File: config.mk
export PLATFORM = sky130hd
export DESIGN_NAME = lmmat_ram
export DESIGN_NICKNAME = d
export VERILOG_FILES = /design/src/rtl/core/assert_macros.svh /design/src/rtl/core/lmmat_ram.sv
export SDC_FILE = /design/constraint.sdc
export NUM_CORES = 2
export LEC_CHECK = 0
export BUFFER_PORTS_ARGS = -buffer_cell sky130_fd_sc_hd__buf_4
export CAP_MARGIN = 20
export CORE_UTILIZATION = 60
export DETAILED_ROUTE_END_ITERATION = 16
export HOLD_SLACK_MARGIN = 0.03
export PLACE_DENSITY = 0.8
export SLEW_MARGIN = 10
export SYNTH_ARGS = -nofsm -noshare
export SYNTH_HDL_FRONTEND = slang
export SYNTH_SLANG_ARGS = --single-unit
File: constraint.sdc
create_clock -name clk_i -period 7.2 [get_ports clk_i]
set_input_delay 1.44 -clock clk_i [delete_from_list [all_inputs] [get_ports clk_i]]
set_output_delay 1.44 -clock clk_i [all_outputs]
set_load 0.1 [all_outputs]
File: src/rtl/core/assert_macros.svh
// ----------------------------------------------------------------------------
// Assertion macros
// Shorthand for concurrent assertions clocked by clk_i and disabled in reset.
// ----------------------------------------------------------------------------
`ifndef ASSERT_MACROS_SVH
`define ASSERT_MACROS_SVH

// Property that must hold at every clock edge outside reset.
`define ASSERT_CLK(label, prop, msg) \
  label: assert property (@(posedge clk_i) disable iff (!rst_ni) (prop)) else $error(msg);

// Condition that must never be true at a clock edge outside reset.
`define ASSERT_NEVER(label, cond, msg) \
  label: assert property (@(posedge clk_i) disable iff (!rst_ni) !(cond)) else $error(msg);

`endif

File: src/rtl/core/lmmat_ram.sv
// ----------------------------------------------------------------------------
// lmmat_ram
// Generic single-write, single-read synchronous RAM with a registered read.
// ----------------------------------------------------------------------------
`timescale 1ns / 1ps
`default_nettype none

module lmmat_ram #(
  parameter int Width = 32,
  parameter int Depth = 64
) (
  input  wire logic                     clk_i,
  input  wire logic                     we_i,
  input  wire logic [$clog2(Depth)-1:0] waddr_i,
  input  wire logic [Width-1:0]         wdata_i,
  input  wire logic                     re_i,
  input  wire logic [$clog2(Depth)-1:0] raddr_i,
  output      logic [Width-1:0]         rdata_o
);

  logic [Width-1:0] mem_q [Depth];
  logic [Width-1:0] rdata_q;

  always_ff @(posedge clk_i) begin
    if (we_i) begin
      mem_q[waddr_i] <= wdata_i;
    end
  end

  // Read data holds until the next read.
  always_ff @(posedge clk_i) begin
    if (re_i) begin
      rdata_q <= mem_q[raddr_i];
    end
  end

  assign rdata_o = rdata_q;

endmodule

`default_nettype wire

==> results.yml <==
clocking:
  root_buffer: "clkbuf_16"
  clk-insertion-delay-late_ns: 0.83
  clkSinkCount: 2080
  cts_tree: "built"
  path_clk_slew_ns: 0.07
  cts_setup_buffers: 0
  htree_levels: 4
  clock_path_buffers: 3
  cts_buffers: 192
  cts_resized: 0
  ctsHoldBuffers: 0
sta:
  worst_slack_ns: 2.867
  maxSlewViolCount: 0
  worst_pin_slew_ns: 1.150
  final.period_utilization_pct: 60.19
  finClkSkew_ns: 0.02426
  grt_setup_unrepaired: "false"
  hold_violations: 0
  fmax_ghz: 0.2308
  tns_ns: 0
  relSlewSlack_pct: 23.31
  period_needed_ns: 4.334
  whs_ns: 0.8403
  setup_violations: 0
logic_synthesis:
  ys_warn_count: 0
  synth_area_per_cell_um2: 23.72
  async_flop_share_pct: 0
  synth_fp_nets: 3371
  synth_area_um2: 78840
  synthCells: 3324
  seq_area_frac_synth_pct: 79.23
  synth_cell_types: 33
  synth_flop_cell: "edfxtp_1"
  synth-seq-cells: 2080
  synth-edff-count: 2080
die:
  die-area_um2: 132800
  io_pins: 79
  start_util_pct: 60.65
  floorplan.rows: 132
  core_um2: 130000
  die_w_um: 364.5
  die_h_um: 364.5
pwr:
  powerDensity_nw_per_um2: 282.5
  p_leak_nw: 27.39
  ir_drop_uv: 246.2
worst_setup_path:
  critPathMaxFanout: 118
  path_buf_inv: 2
  crit_chain: "buf_8 -> buf_12 -> mux4_2 -> o221ai_1 -> a21oi_1 -> a21oi_1 -> nor2_1"
  cp-end-kind: "flop"
  crit_path_frequent_cell: "a21oi_1"
  crit_path_start_kind: "input port"
  path_delay_family: "compound AO/OA/AOI/OAI gates"
  slowest_stage: "a21oi_1"
  cp.required_ns: 7.74
  path_class: "in -> reg"
  critPathArrivalTime_ns: 4.87
  max_stage_delay_ns: 0.80
placement:
  dp_cells: 5068
  pre_cts_slack_ns: 2.272
  hpwl_mm: 108.0
  place_congestion: 0.8209
  port_buffers: 78
min_path:
  hold_class: "reg -> reg"
detailed_routing:
  drc: 0
  vias: 39540
  top_layer_used: "met5"
  wl_met3_mm: 31.33
  wl_mm: 216.1
  drtAntennaViolNets: 0
  drt_iter0_markers: 7379
  wl_met1_mm: 69.47
  wl_met2_mm: 102.8
  routed_via_density: 7.286
  drt_first_pass_iters: 6
  wl_per_cell_um: 39.83
final_layout:
  fin_nets: 3567
  syn_to_final_growth_pct: 12.04
  final_common_cell: "edfxtp_1"
  stdcell_count: 5427
  layout_common_cells: "edfxtp_1 (2080), mux4_2 (544), clkbuf_16 (192)"
  drive_gt1_share_pct: 28.89
global_routing:
  grt_pass1_vias: 39910
  track_usage_pct: 33.18
  grt_first_pass_wirelength_mm: 300.7
  gr-total-overflow: 0
  antenna_found_initial: 11
  grt_max_degree: 119
run_status:
  status: "completed"
job:
  cap_violations: 0
==> worst register-to-register path, cell delays in order, from the launching register on <==
cell and delay [ns]:
edfxtp_1 0.38, mux4_2 0.48, o22ai_1 0.53, nor2_1 0.11, a21oi_1 0.72, nor2_1 0.13
==> final timing paths <==
path | slack [ns] | endpoint | cells past startpoint | start
worst max-delay path | 2.87 | rdata_o[25] | 7 | raddr_i[1]
worst min-delay path | 0.84 | rdata_o[4] | 4 | mem_q[28][4]
worst max register to register | 4.56 | rdata_o[25] | 5 | mem_q[63][25]
worst min register to register | 0.84 | rdata_o[4] | 4 | mem_q[28][4]
==> per-layer routing <==
| metal | track usage [%] | vias up |
|---|---|---|
| met4 | 16.44 | 8 |
| met2 | 51.83 | 3884 |
| met1 | 43.93 | 20220 |
| li1 | - | 14670 |
| met5 | 0 | - |
| met3 | 8.710 | 763 |
==> area by class of cell <==
class / instances / area, µm²
antenna: 5 / 12.51
clock buffer: 236 / 4970
clock inverter: 118 / 1199
fill: 7308 / 41650
multi-input combinational: 1062 / 15970
sequential: 2080 / 62460
tap: 1742 / 2180
timing repair buffer: 184 / 1541
==> cell usage after synthesis (2+ instances only) <==
library cell / instances / area [µm²]
nand3_1: 5 / 25.02
buf_1: 21 / 78.83
nor2b_1: 15 / 93.84
or3b_1: 2 / 17.52
a41o_1: 4 / 40.04
clkbuf_1: 74 / 277.8
mux4_2: 544 / 12250
o32ai_1: 4 / 35.03
and2_1: 2 / 12.51
nor2_1: 137 / 514.2
a22oi_1: 12 / 90.09
buf_6: 5 / 56.30
o221ai_1: 27 / 236.5
a311oi_1: 8 / 70.07
o22ai_1: 84 / 525.5
edfxtp_1: 2080 / 62460
buf_2: 57 / 285.3
buf_4: 25 / 187.7
nand4_1: 2 / 12.51
nand2_1: 26 / 97.59
nand3b_1: 5 / 37.54
a21oi_1: 62 / 310.3
or3_1: 3 / 18.77
and3_1: 4 / 25.02
nor3_1: 7 / 35.03
or3b_2: 3 / 26.28
nand2b_1: 8 / 50.05
mux2i_1: 93 / 930.9
==> power breakdown <==
| part | switching, W | total, W | internal, W |
|---|---|---|---|
| Clock | 0.00450 | 0.0101 | 0.00558 |
| Combinational | 0.000938 | 0.00139 | 0.000449 |
| Sequential | 0.0000554 | 0.0135 | 0.0134 |
| Total | 0.00549 | 0.0250 | 0.0195 |
==> kinds of logic after synthesis <==
group	count (synthesis)	share of synthesized area [%]
buf+inv	182	1.124
compound gates	202	1.666
mux	637	16.72
flops	2080	79.23
simple gates	223	1.260
==> flip-flops by register name, indices dropped and copies added (netlist names) <==
name	cells
mem_q	2048
rdata_o	32
==> stage by stage <==
step | utilization (%) | instance area (µm²) | total power [W]
3_3_place_gp | 63.20 | 82150 | 0.01504
3_5_place_dp | 63.20 | 82150 | 0.01507
5_1_grt | 67.95 | 88320 | 0.02542
6_report | 67.96 | 88330 | 0.02495
2_1_floorplan | - | 78840 | 0.01450
4_1_cts | 67.95 | 88320 | 0.02496
Note: power is estimated with default switching activity, not from simulation.
