==> src/rtl/core/assert_macros.svh <==
// ----------------------------------------------------------------------------
// Assertion macros
// Shorthand for concurrent assertions clocked by clk_i and disabled in reset.
// ----------------------------------------------------------------------------
`ifndef ASSERT_MACROS_SVH
`define ASSERT_MACROS_SVH

// Property that must hold at every clock edge outside reset.
`define ASSERT_CLK(label, prop, msg) \
  label: assert property (@(posedge clk_i) disable iff (!rst_ni) (prop)) else $error(msg);

// Condition that must never be true at a clock edge outside reset.
`define ASSERT_NEVER(label, cond, msg) \
  label: assert property (@(posedge clk_i) disable iff (!rst_ni) !(cond)) else $error(msg);

`endif

==> src/rtl/core/lmmat_pkg.sv <==
// ----------------------------------------------------------------------------
// lmmat_pkg
// Types and constants shared by the latency statistics table files.
// ----------------------------------------------------------------------------
`timescale 1ns / 1ps
`default_nettype none

package lmmat_pkg;

  localparam int NumClasses = 512;
  localparam int AddrW      = $clog2(NumClasses);
  localparam int ClsW       = 9;
  localparam int DataW      = 64;
  localparam int HalfW      = DataW / 2;
  localparam int CntW       = $clog2(DataW);

  typedef struct packed {
    logic [ClsW-1:0]  event_class;
    logic [DataW-1:0] start_time;
    logic [DataW-1:0] end_time;
    logic             timeable;
  } lmmat_in_item_t;

  typedef struct packed {
    logic             counted;
    logic [DataW-1:0] class_minimum;
    logic [DataW-1:0] class_maximum;
    logic [DataW-1:0] class_average;
    logic [DataW-1:0] class_count;
    logic [DataW-1:0] overall_minimum;
    logic [DataW-1:0] overall_maximum;
    logic [DataW-1:0] overall_average;
    logic [DataW-1:0] overall_count;
  } lmmat_out_item_t;

  // One statistics record, as stored in the class table.
  typedef struct packed {
    logic [DataW-1:0] minimum;
    logic [DataW-1:0] maximum;
    logic [DataW-1:0] average;
    logic [DataW-1:0] count;
  } lmmat_stat_t;

  localparam int StatW = $bits(lmmat_stat_t);

  localparam lmmat_stat_t StatReset = '{
    minimum: {DataW{1'b1}},
    maximum: {DataW{1'b0}},
    average: {DataW{1'b0}},
    count:   {DataW{1'b0}}
  };

  typedef enum logic [2:0] {
    ST_CLEAR,
    ST_IDLE,
    ST_READ,
    ST_MUL,
    ST_DIVGO,
    ST_DIV,
    ST_DONE
  } lmmat_state_e;

endpackage

`default_nettype wire

==> src/rtl/core/lmmat_div.sv <==
// ----------------------------------------------------------------------------
// lmmat_div
// Restoring radix-2 divider, one quotient bit per cycle.
// ----------------------------------------------------------------------------
`timescale 1ns / 1ps
`default_nettype none

module lmmat_div (
  input  wire logic                        clk_i,
  input  wire logic                        rst_ni,
  input  wire logic                        start_i,
  input  wire logic [lmmat_pkg::DataW-1:0] dividend_i,
  input  wire logic [lmmat_pkg::DataW-1:0] divisor_i,
  output      logic                        busy_o,
  output      logic [lmmat_pkg::DataW-1:0] quotient_o
);
  import lmmat_pkg::*;

  logic             busy_q, busy_d;
  logic [CntW-1:0]  cnt_q, cnt_d;
  logic [DataW-1:0] rem_q, rem_d;
  logic [DataW-1:0] quo_q, quo_d;
  logic [DataW-1:0] dsr_q, dsr_d;
  logic [DataW:0]   trial;
  logic [DataW:0]   diff;
  logic             fits;

  // The dividend shifts out of quo_q at the top while quotient bits enter at
  // the bottom. A zero divisor always fits, so its quotient is all ones.
  always_comb begin
    trial  = {rem_q, quo_q[DataW-1]};
    diff   = trial - {1'b0, dsr_q};
    fits   = trial >= {1'b0, dsr_q};
    busy_d = busy_q;
    cnt_d  = cnt_q;
    rem_d  = rem_q;
    quo_d  = quo_q;
    dsr_d  = dsr_q;
    if (start_i) begin
      busy_d = 1'b1;
      cnt_d  = '0;
      rem_d  = '0;
      quo_d  = dividend_i;
      dsr_d  = divisor_i;
    end else if (busy_q) begin
      rem_d = fits ? diff[DataW-1:0] : trial[DataW-1:0];
      quo_d = {quo_q[DataW-2:0], fits};
      cnt_d = cnt_q + 1'b1;
      if (cnt_q == {CntW{1'b1}}) begin
        busy_d = 1'b0;
      end
    end
  end

  always_ff @(posedge clk_i or negedge rst_ni) begin
    if (!rst_ni) begin
      busy_q <= 1'b0;
      cnt_q  <= '0;
    end else begin
      busy_q <= busy_d;
      cnt_q  <= cnt_d;
    end
  end

  always_ff @(posedge clk_i) begin
    rem_q <= rem_d;
    quo_q <= quo_d;
    dsr_q <= dsr_d;
  end

  assign busy_o     = busy_q;
  assign quotient_o = quo_q;

endmodule

`default_nettype wire

==> config.mk <==
export PLATFORM = sky130hd
export DESIGN_NAME = lmmat_div
export DESIGN_NICKNAME = d
export VERILOG_FILES = /design/src/rtl/core/assert_macros.svh /design/src/rtl/core/lmmat_pkg.sv /design/src/rtl/core/lmmat_div.sv
export SDC_FILE = /design/constraint.sdc
export NUM_CORES = 1
export LEC_CHECK = 0
export ABC_AREA = 1
export BUFFER_PORTS_ARGS = -buffer_cell sky130_fd_sc_hd__buf_2
export CORE_MARGIN = 1.5
export CORE_UTILIZATION = 35
export CTS_CLUSTER_SIZE = 10
export DETAILED_ROUTE_END_ITERATION = 7
export PLACE_DENSITY = 0.61
export SLEW_MARGIN = 20
export SYNTH_ARGS = -nofsm -noshare
export SYNTH_HDL_FRONTEND = slang
export SYNTH_SLANG_ARGS = --single-unit
==> constraint.sdc <==
create_clock -name clk_i -period 3.1 [get_ports clk_i]
set_input_delay 0.31 -clock clk_i [delete_from_list [all_inputs] [get_ports clk_i]]
set_output_delay 0.31 -clock clk_i [all_outputs]
set_load 0.03 [all_outputs]
==> reports/qor.log <==
[status] outcome complete, no violations
[min_path] hold path startpoint dividend_i[61]
[sta] Post-Route Skew 28.3 ps
[floorplanning] Die W 205 µm
[sta] Max-slew headroom 0.534
[global_routing] pin count of the biggest net entering global routing 131
[power_and_ir_drop] power consumption 6.50 mW
[setup_path] end of the worst register-to-register path rem_q[62]
[setup_path] startpoint kind of the worst setup timing path flip-flop
[finish] area taken by flip-flops and latches 5300 µm²
[yosys] share of synthesized registers carrying an async set or reset 0.0352
[sta] transition time of the tightest slew-check pin 699 ps
[sta] worst hold slack across all endpoints 81.9 ps
[floorplanning] num rows 73
[cts] total setup buffers inserted after CTS 0
[routing] mean number of vias per cell 4.69
[setup_path] R2R cell count 15
[finish] layout overhead on the synthesized area 19.3%
[place] hpwl dp 35800 µm
[place] Final GP Congestion 0.957
[routing] sum of routed wire length over all layers 45700 µm
[finish] number of filler cells placed in the layout 4267
[global_routing] total congestion overflow 0
[flow_run] count of max-cap constraint violations 0
[global_routing] first-pass GRT wire length 71700 µm
[yosys] number of warning messages in the yosys log 0
[yosys] average cell area after synthesis 6.55 µm²
[power_and_ir_drop] static leakage 9.40 nW
[power_and_ir_drop] Int Power 4.55 mW
[yosys] flops & latches, synth 199
[routing] count of vias placed by the detailed router 13.9k
[yosys] Synthesized Nets 2374
[global_routing] via count of the first global-routing pass 13.3k
[floorplanning] Die H 205 µm
[yosys] Post-synth top flop edfxtp_1
[min_path] type of the tightest min-delay check in -> reg
[setup_path] required time of the critical path 3490 ps
[routing] DRC violation total after the first TritonRoute iteration 808
[sta] min cycle time layout 2820 ps
[sta] crit share post-route 0.909
[setup_path] arrival time worst endpoint 3210 ps
[sta] f_max 355 MHz
[yosys] Yosys top cell area share 0.270
[power_and_ir_drop] proportion of power drawn by the clock network 0.362
[setup_path] reg2reg start quotient_o[63]
[yosys] post-synthesis instance area 14300 µm²
[place] count of port buffers added during placement 195
[power_and_ir_drop] Switching Share 0.300
[finish] nets 2619
[cts] number of buffers created by CTS 17
[power_and_ir_drop] power share of the sequential group 0.472
[sta] RSZ-0062 raised after global routing false
[yosys] proportion of synthesized chip area in sequential cells 0.372
[cts] TritonCTS clock tree yes
[yosys] largest area contributor in the synthesized netlist edfxtp_1
[power_and_ir_drop] total power density per cell area 382 nW/µm²
[global_routing] global-route total usage across every layer 0.225
[sta] Finish-stage setup viols 0
[finish] area of the multi-input gates 6970 µm²
[yosys] list of most frequent post-synthesis cells 920 x nand2_1, 445 x inv_1, 147 x nand3_1
[floorplanning] starting density of the core 0.356
[sta] number of endpoints with negative hold slack in the final report 0
[power_and_ir_drop] power share of the combinational group 0.166
[finish] diode count 0
[setup_path] Max Fanout on Critical Path 4
[cts] sink count of the clock tree 199
[routing] Routed wire per std cell 15.4 µm
[finish] fraction of final layout cells with drive strength greater than 1 0.113
[yosys] number of library cell types mapped by synthesis 41
[power_and_ir_drop] VDD IR max 0.433 mV
[setup_path] minimum setup slack among reg-to-reg paths 280 ps
[floorplanning] ports placed on the boundary 196
[yosys] EDFF count, synth 128
[setup_path] crit path kind reg -> reg
[setup_path] kind of end point of the critical path flip-flop
[cts] level count of the clock H-tree 4
[floorplanning] Floorplan Core Area 40000 µm²
[min_path] worst-case hold path end point quotient_o[61]
[cts] root cell of the clock tree clkbuf_16
[floorplanning] die area 42000 µm²
[power_and_ir_drop] net switching component of the power 1.95 mW
[cts] Max clock buf depth 2
[routing] first-pass iteration count of the detailed router 5
[routing] post-route ant nets 0
[cts] clock-pin slew on the worst setup and hold paths 80 ps
[yosys] ranking of synthesized cells by area edfxtp_1 27%, nand2_1 24%, inv_1 12%
[sta] pins over their slew limit 0
[routing] number of remaining DRC errors 0
[global_routing] number of antenna violations at the first check in global routing 0
[min_path] worst hold path depth 3
[sta] total negative slack for setup checks 0 ps
[yosys] most common cell in the netlist nand2_1
[yosys] Post-Syn Instances 2177
[cts] Clock Latency Late Sink 510 ps
[stage by stage]
step           area, µm²  setup slack [ps]   util  cells
6_report           17000               283  0.425   2960
5_1_grt            17000               107  0.425   2960
4_1_cts            17000               270  0.425   2960
3_5_place_dp       15800               294  0.394   2863
3_3_place_gp       15800               343  0.394   2863
2_1_floorplan      14300               763      -   2177
[cells in the final DEF, fill, tap and decap left out, types with 15 or more instances in the layout]
cell type        n
o21ai_1         17
o21ai_0         21
ha_1            65
buf_2          194
nor2_1         113
dlygate4sd3_1   65
xnor2_1         28
nand4_1         16
dfxtp_1         64
inv_1          444
clkbuf_16       17
a21oi_1         48
nand2_1        920
edfxtp_1       128
nand3_1        147
nand3b_1        35
nor3_1          15
[worst max path at each step]
stage,endpoint,cells past startpoint,startpoint
after floorplan,rem_q[34],17,quotient_o[63]
after global placement,rem_q[10],14,dsr_q[17]
after detailed placement,rem_q[11],17,dsr_q[7]
after CTS,rem_q[11],17,dsr_q[8]
after global routing,rem_q[62],15,quotient_o[63]
final,rem_q[62],15,quotient_o[63]
[flip-flops by register name, indices dropped and copies added, names as in the netlist]
name	count
rem_q	64
dsr_q	64
cnt_q	6
busy_o	1
quotient_o	64
[power groups by stage]
stage | combinational (mW) | clock (mW) | sequential (mW)
final | 1.08 | 2.35 | 3.07
after global routing | 1.20 | 2.52 | 3.09
after CTS | 1.09 | 2.45 | 3.07
after detailed placement | 1.02 | 0 | 3.13
after global placement | 1.01 | 0 | 3.12
after floorplan | 0.509 | 0 | 3.27
[worst max-delay path, stage by stage (launching register included)]
cell      delay (ps)
edfxtp_1         360
inv_1             70
ha_1             230
fa_1             430
nor2_1           200
nand2_1           80
nand3_1          190
nand3_1          100
nand2_1          300
nand2_1          100
nand2_1          210
nand2_1          120
nand3_1          100
nand3_1           90
nand2_1           80
nand2_1           40
[cell families (layout without fill, tap and decap cells)]
family | after synthesis | in the layout | share of synthesized area
buf+inv | 497 | 755 | 0.139
flops | 199 | 199 | 0.372
xor+xnor | 31 | 31 | 0.0190
fa+ha+maj | 66 | 66 | 0.0584
simple gates | 1279 | 1279 | 0.371
compound gates | 105 | 105 | 0.0408
[area by class of cell]
| class | instances | share of cell area |
|---|---|---|
| clock inverter | 13 | 0.00948 |
| inverter | 450 | 0.0993 |
| multi-input combinational | 1481 | 0.410 |
| sequential | 199 | 0.311 |
| timing repair buffer | 273 | 0.105 |
| clock buffer | 19 | 0.0260 |
| tap | 525 | 0.0386 |
[metal layers]
| layer | wire (µm) | track usage | vias up | share of wire |
|---|---|---|---|---|
| met5 | 0 | 0 | - | 0 |
| met3 | 2810 | 0.0507 | 60 | 0.061 |
| li1 | - | - | 7122 | - |
| met1 | 21400 | 0.297 | 6313 | 0.47 |
| met4 | 1270 | 0.0876 | 0 | 0.028 |
| met2 | 20200 | 0.357 | 380 | 0.44 |
[what timing repair did]
item	in CTS	in global routing
hold endpoints to repair	71	0
gates resized for setup	0	1
hold buffers	65	0
setup endpoints to repair	0	11
Power figures use the tool's default switching activity.
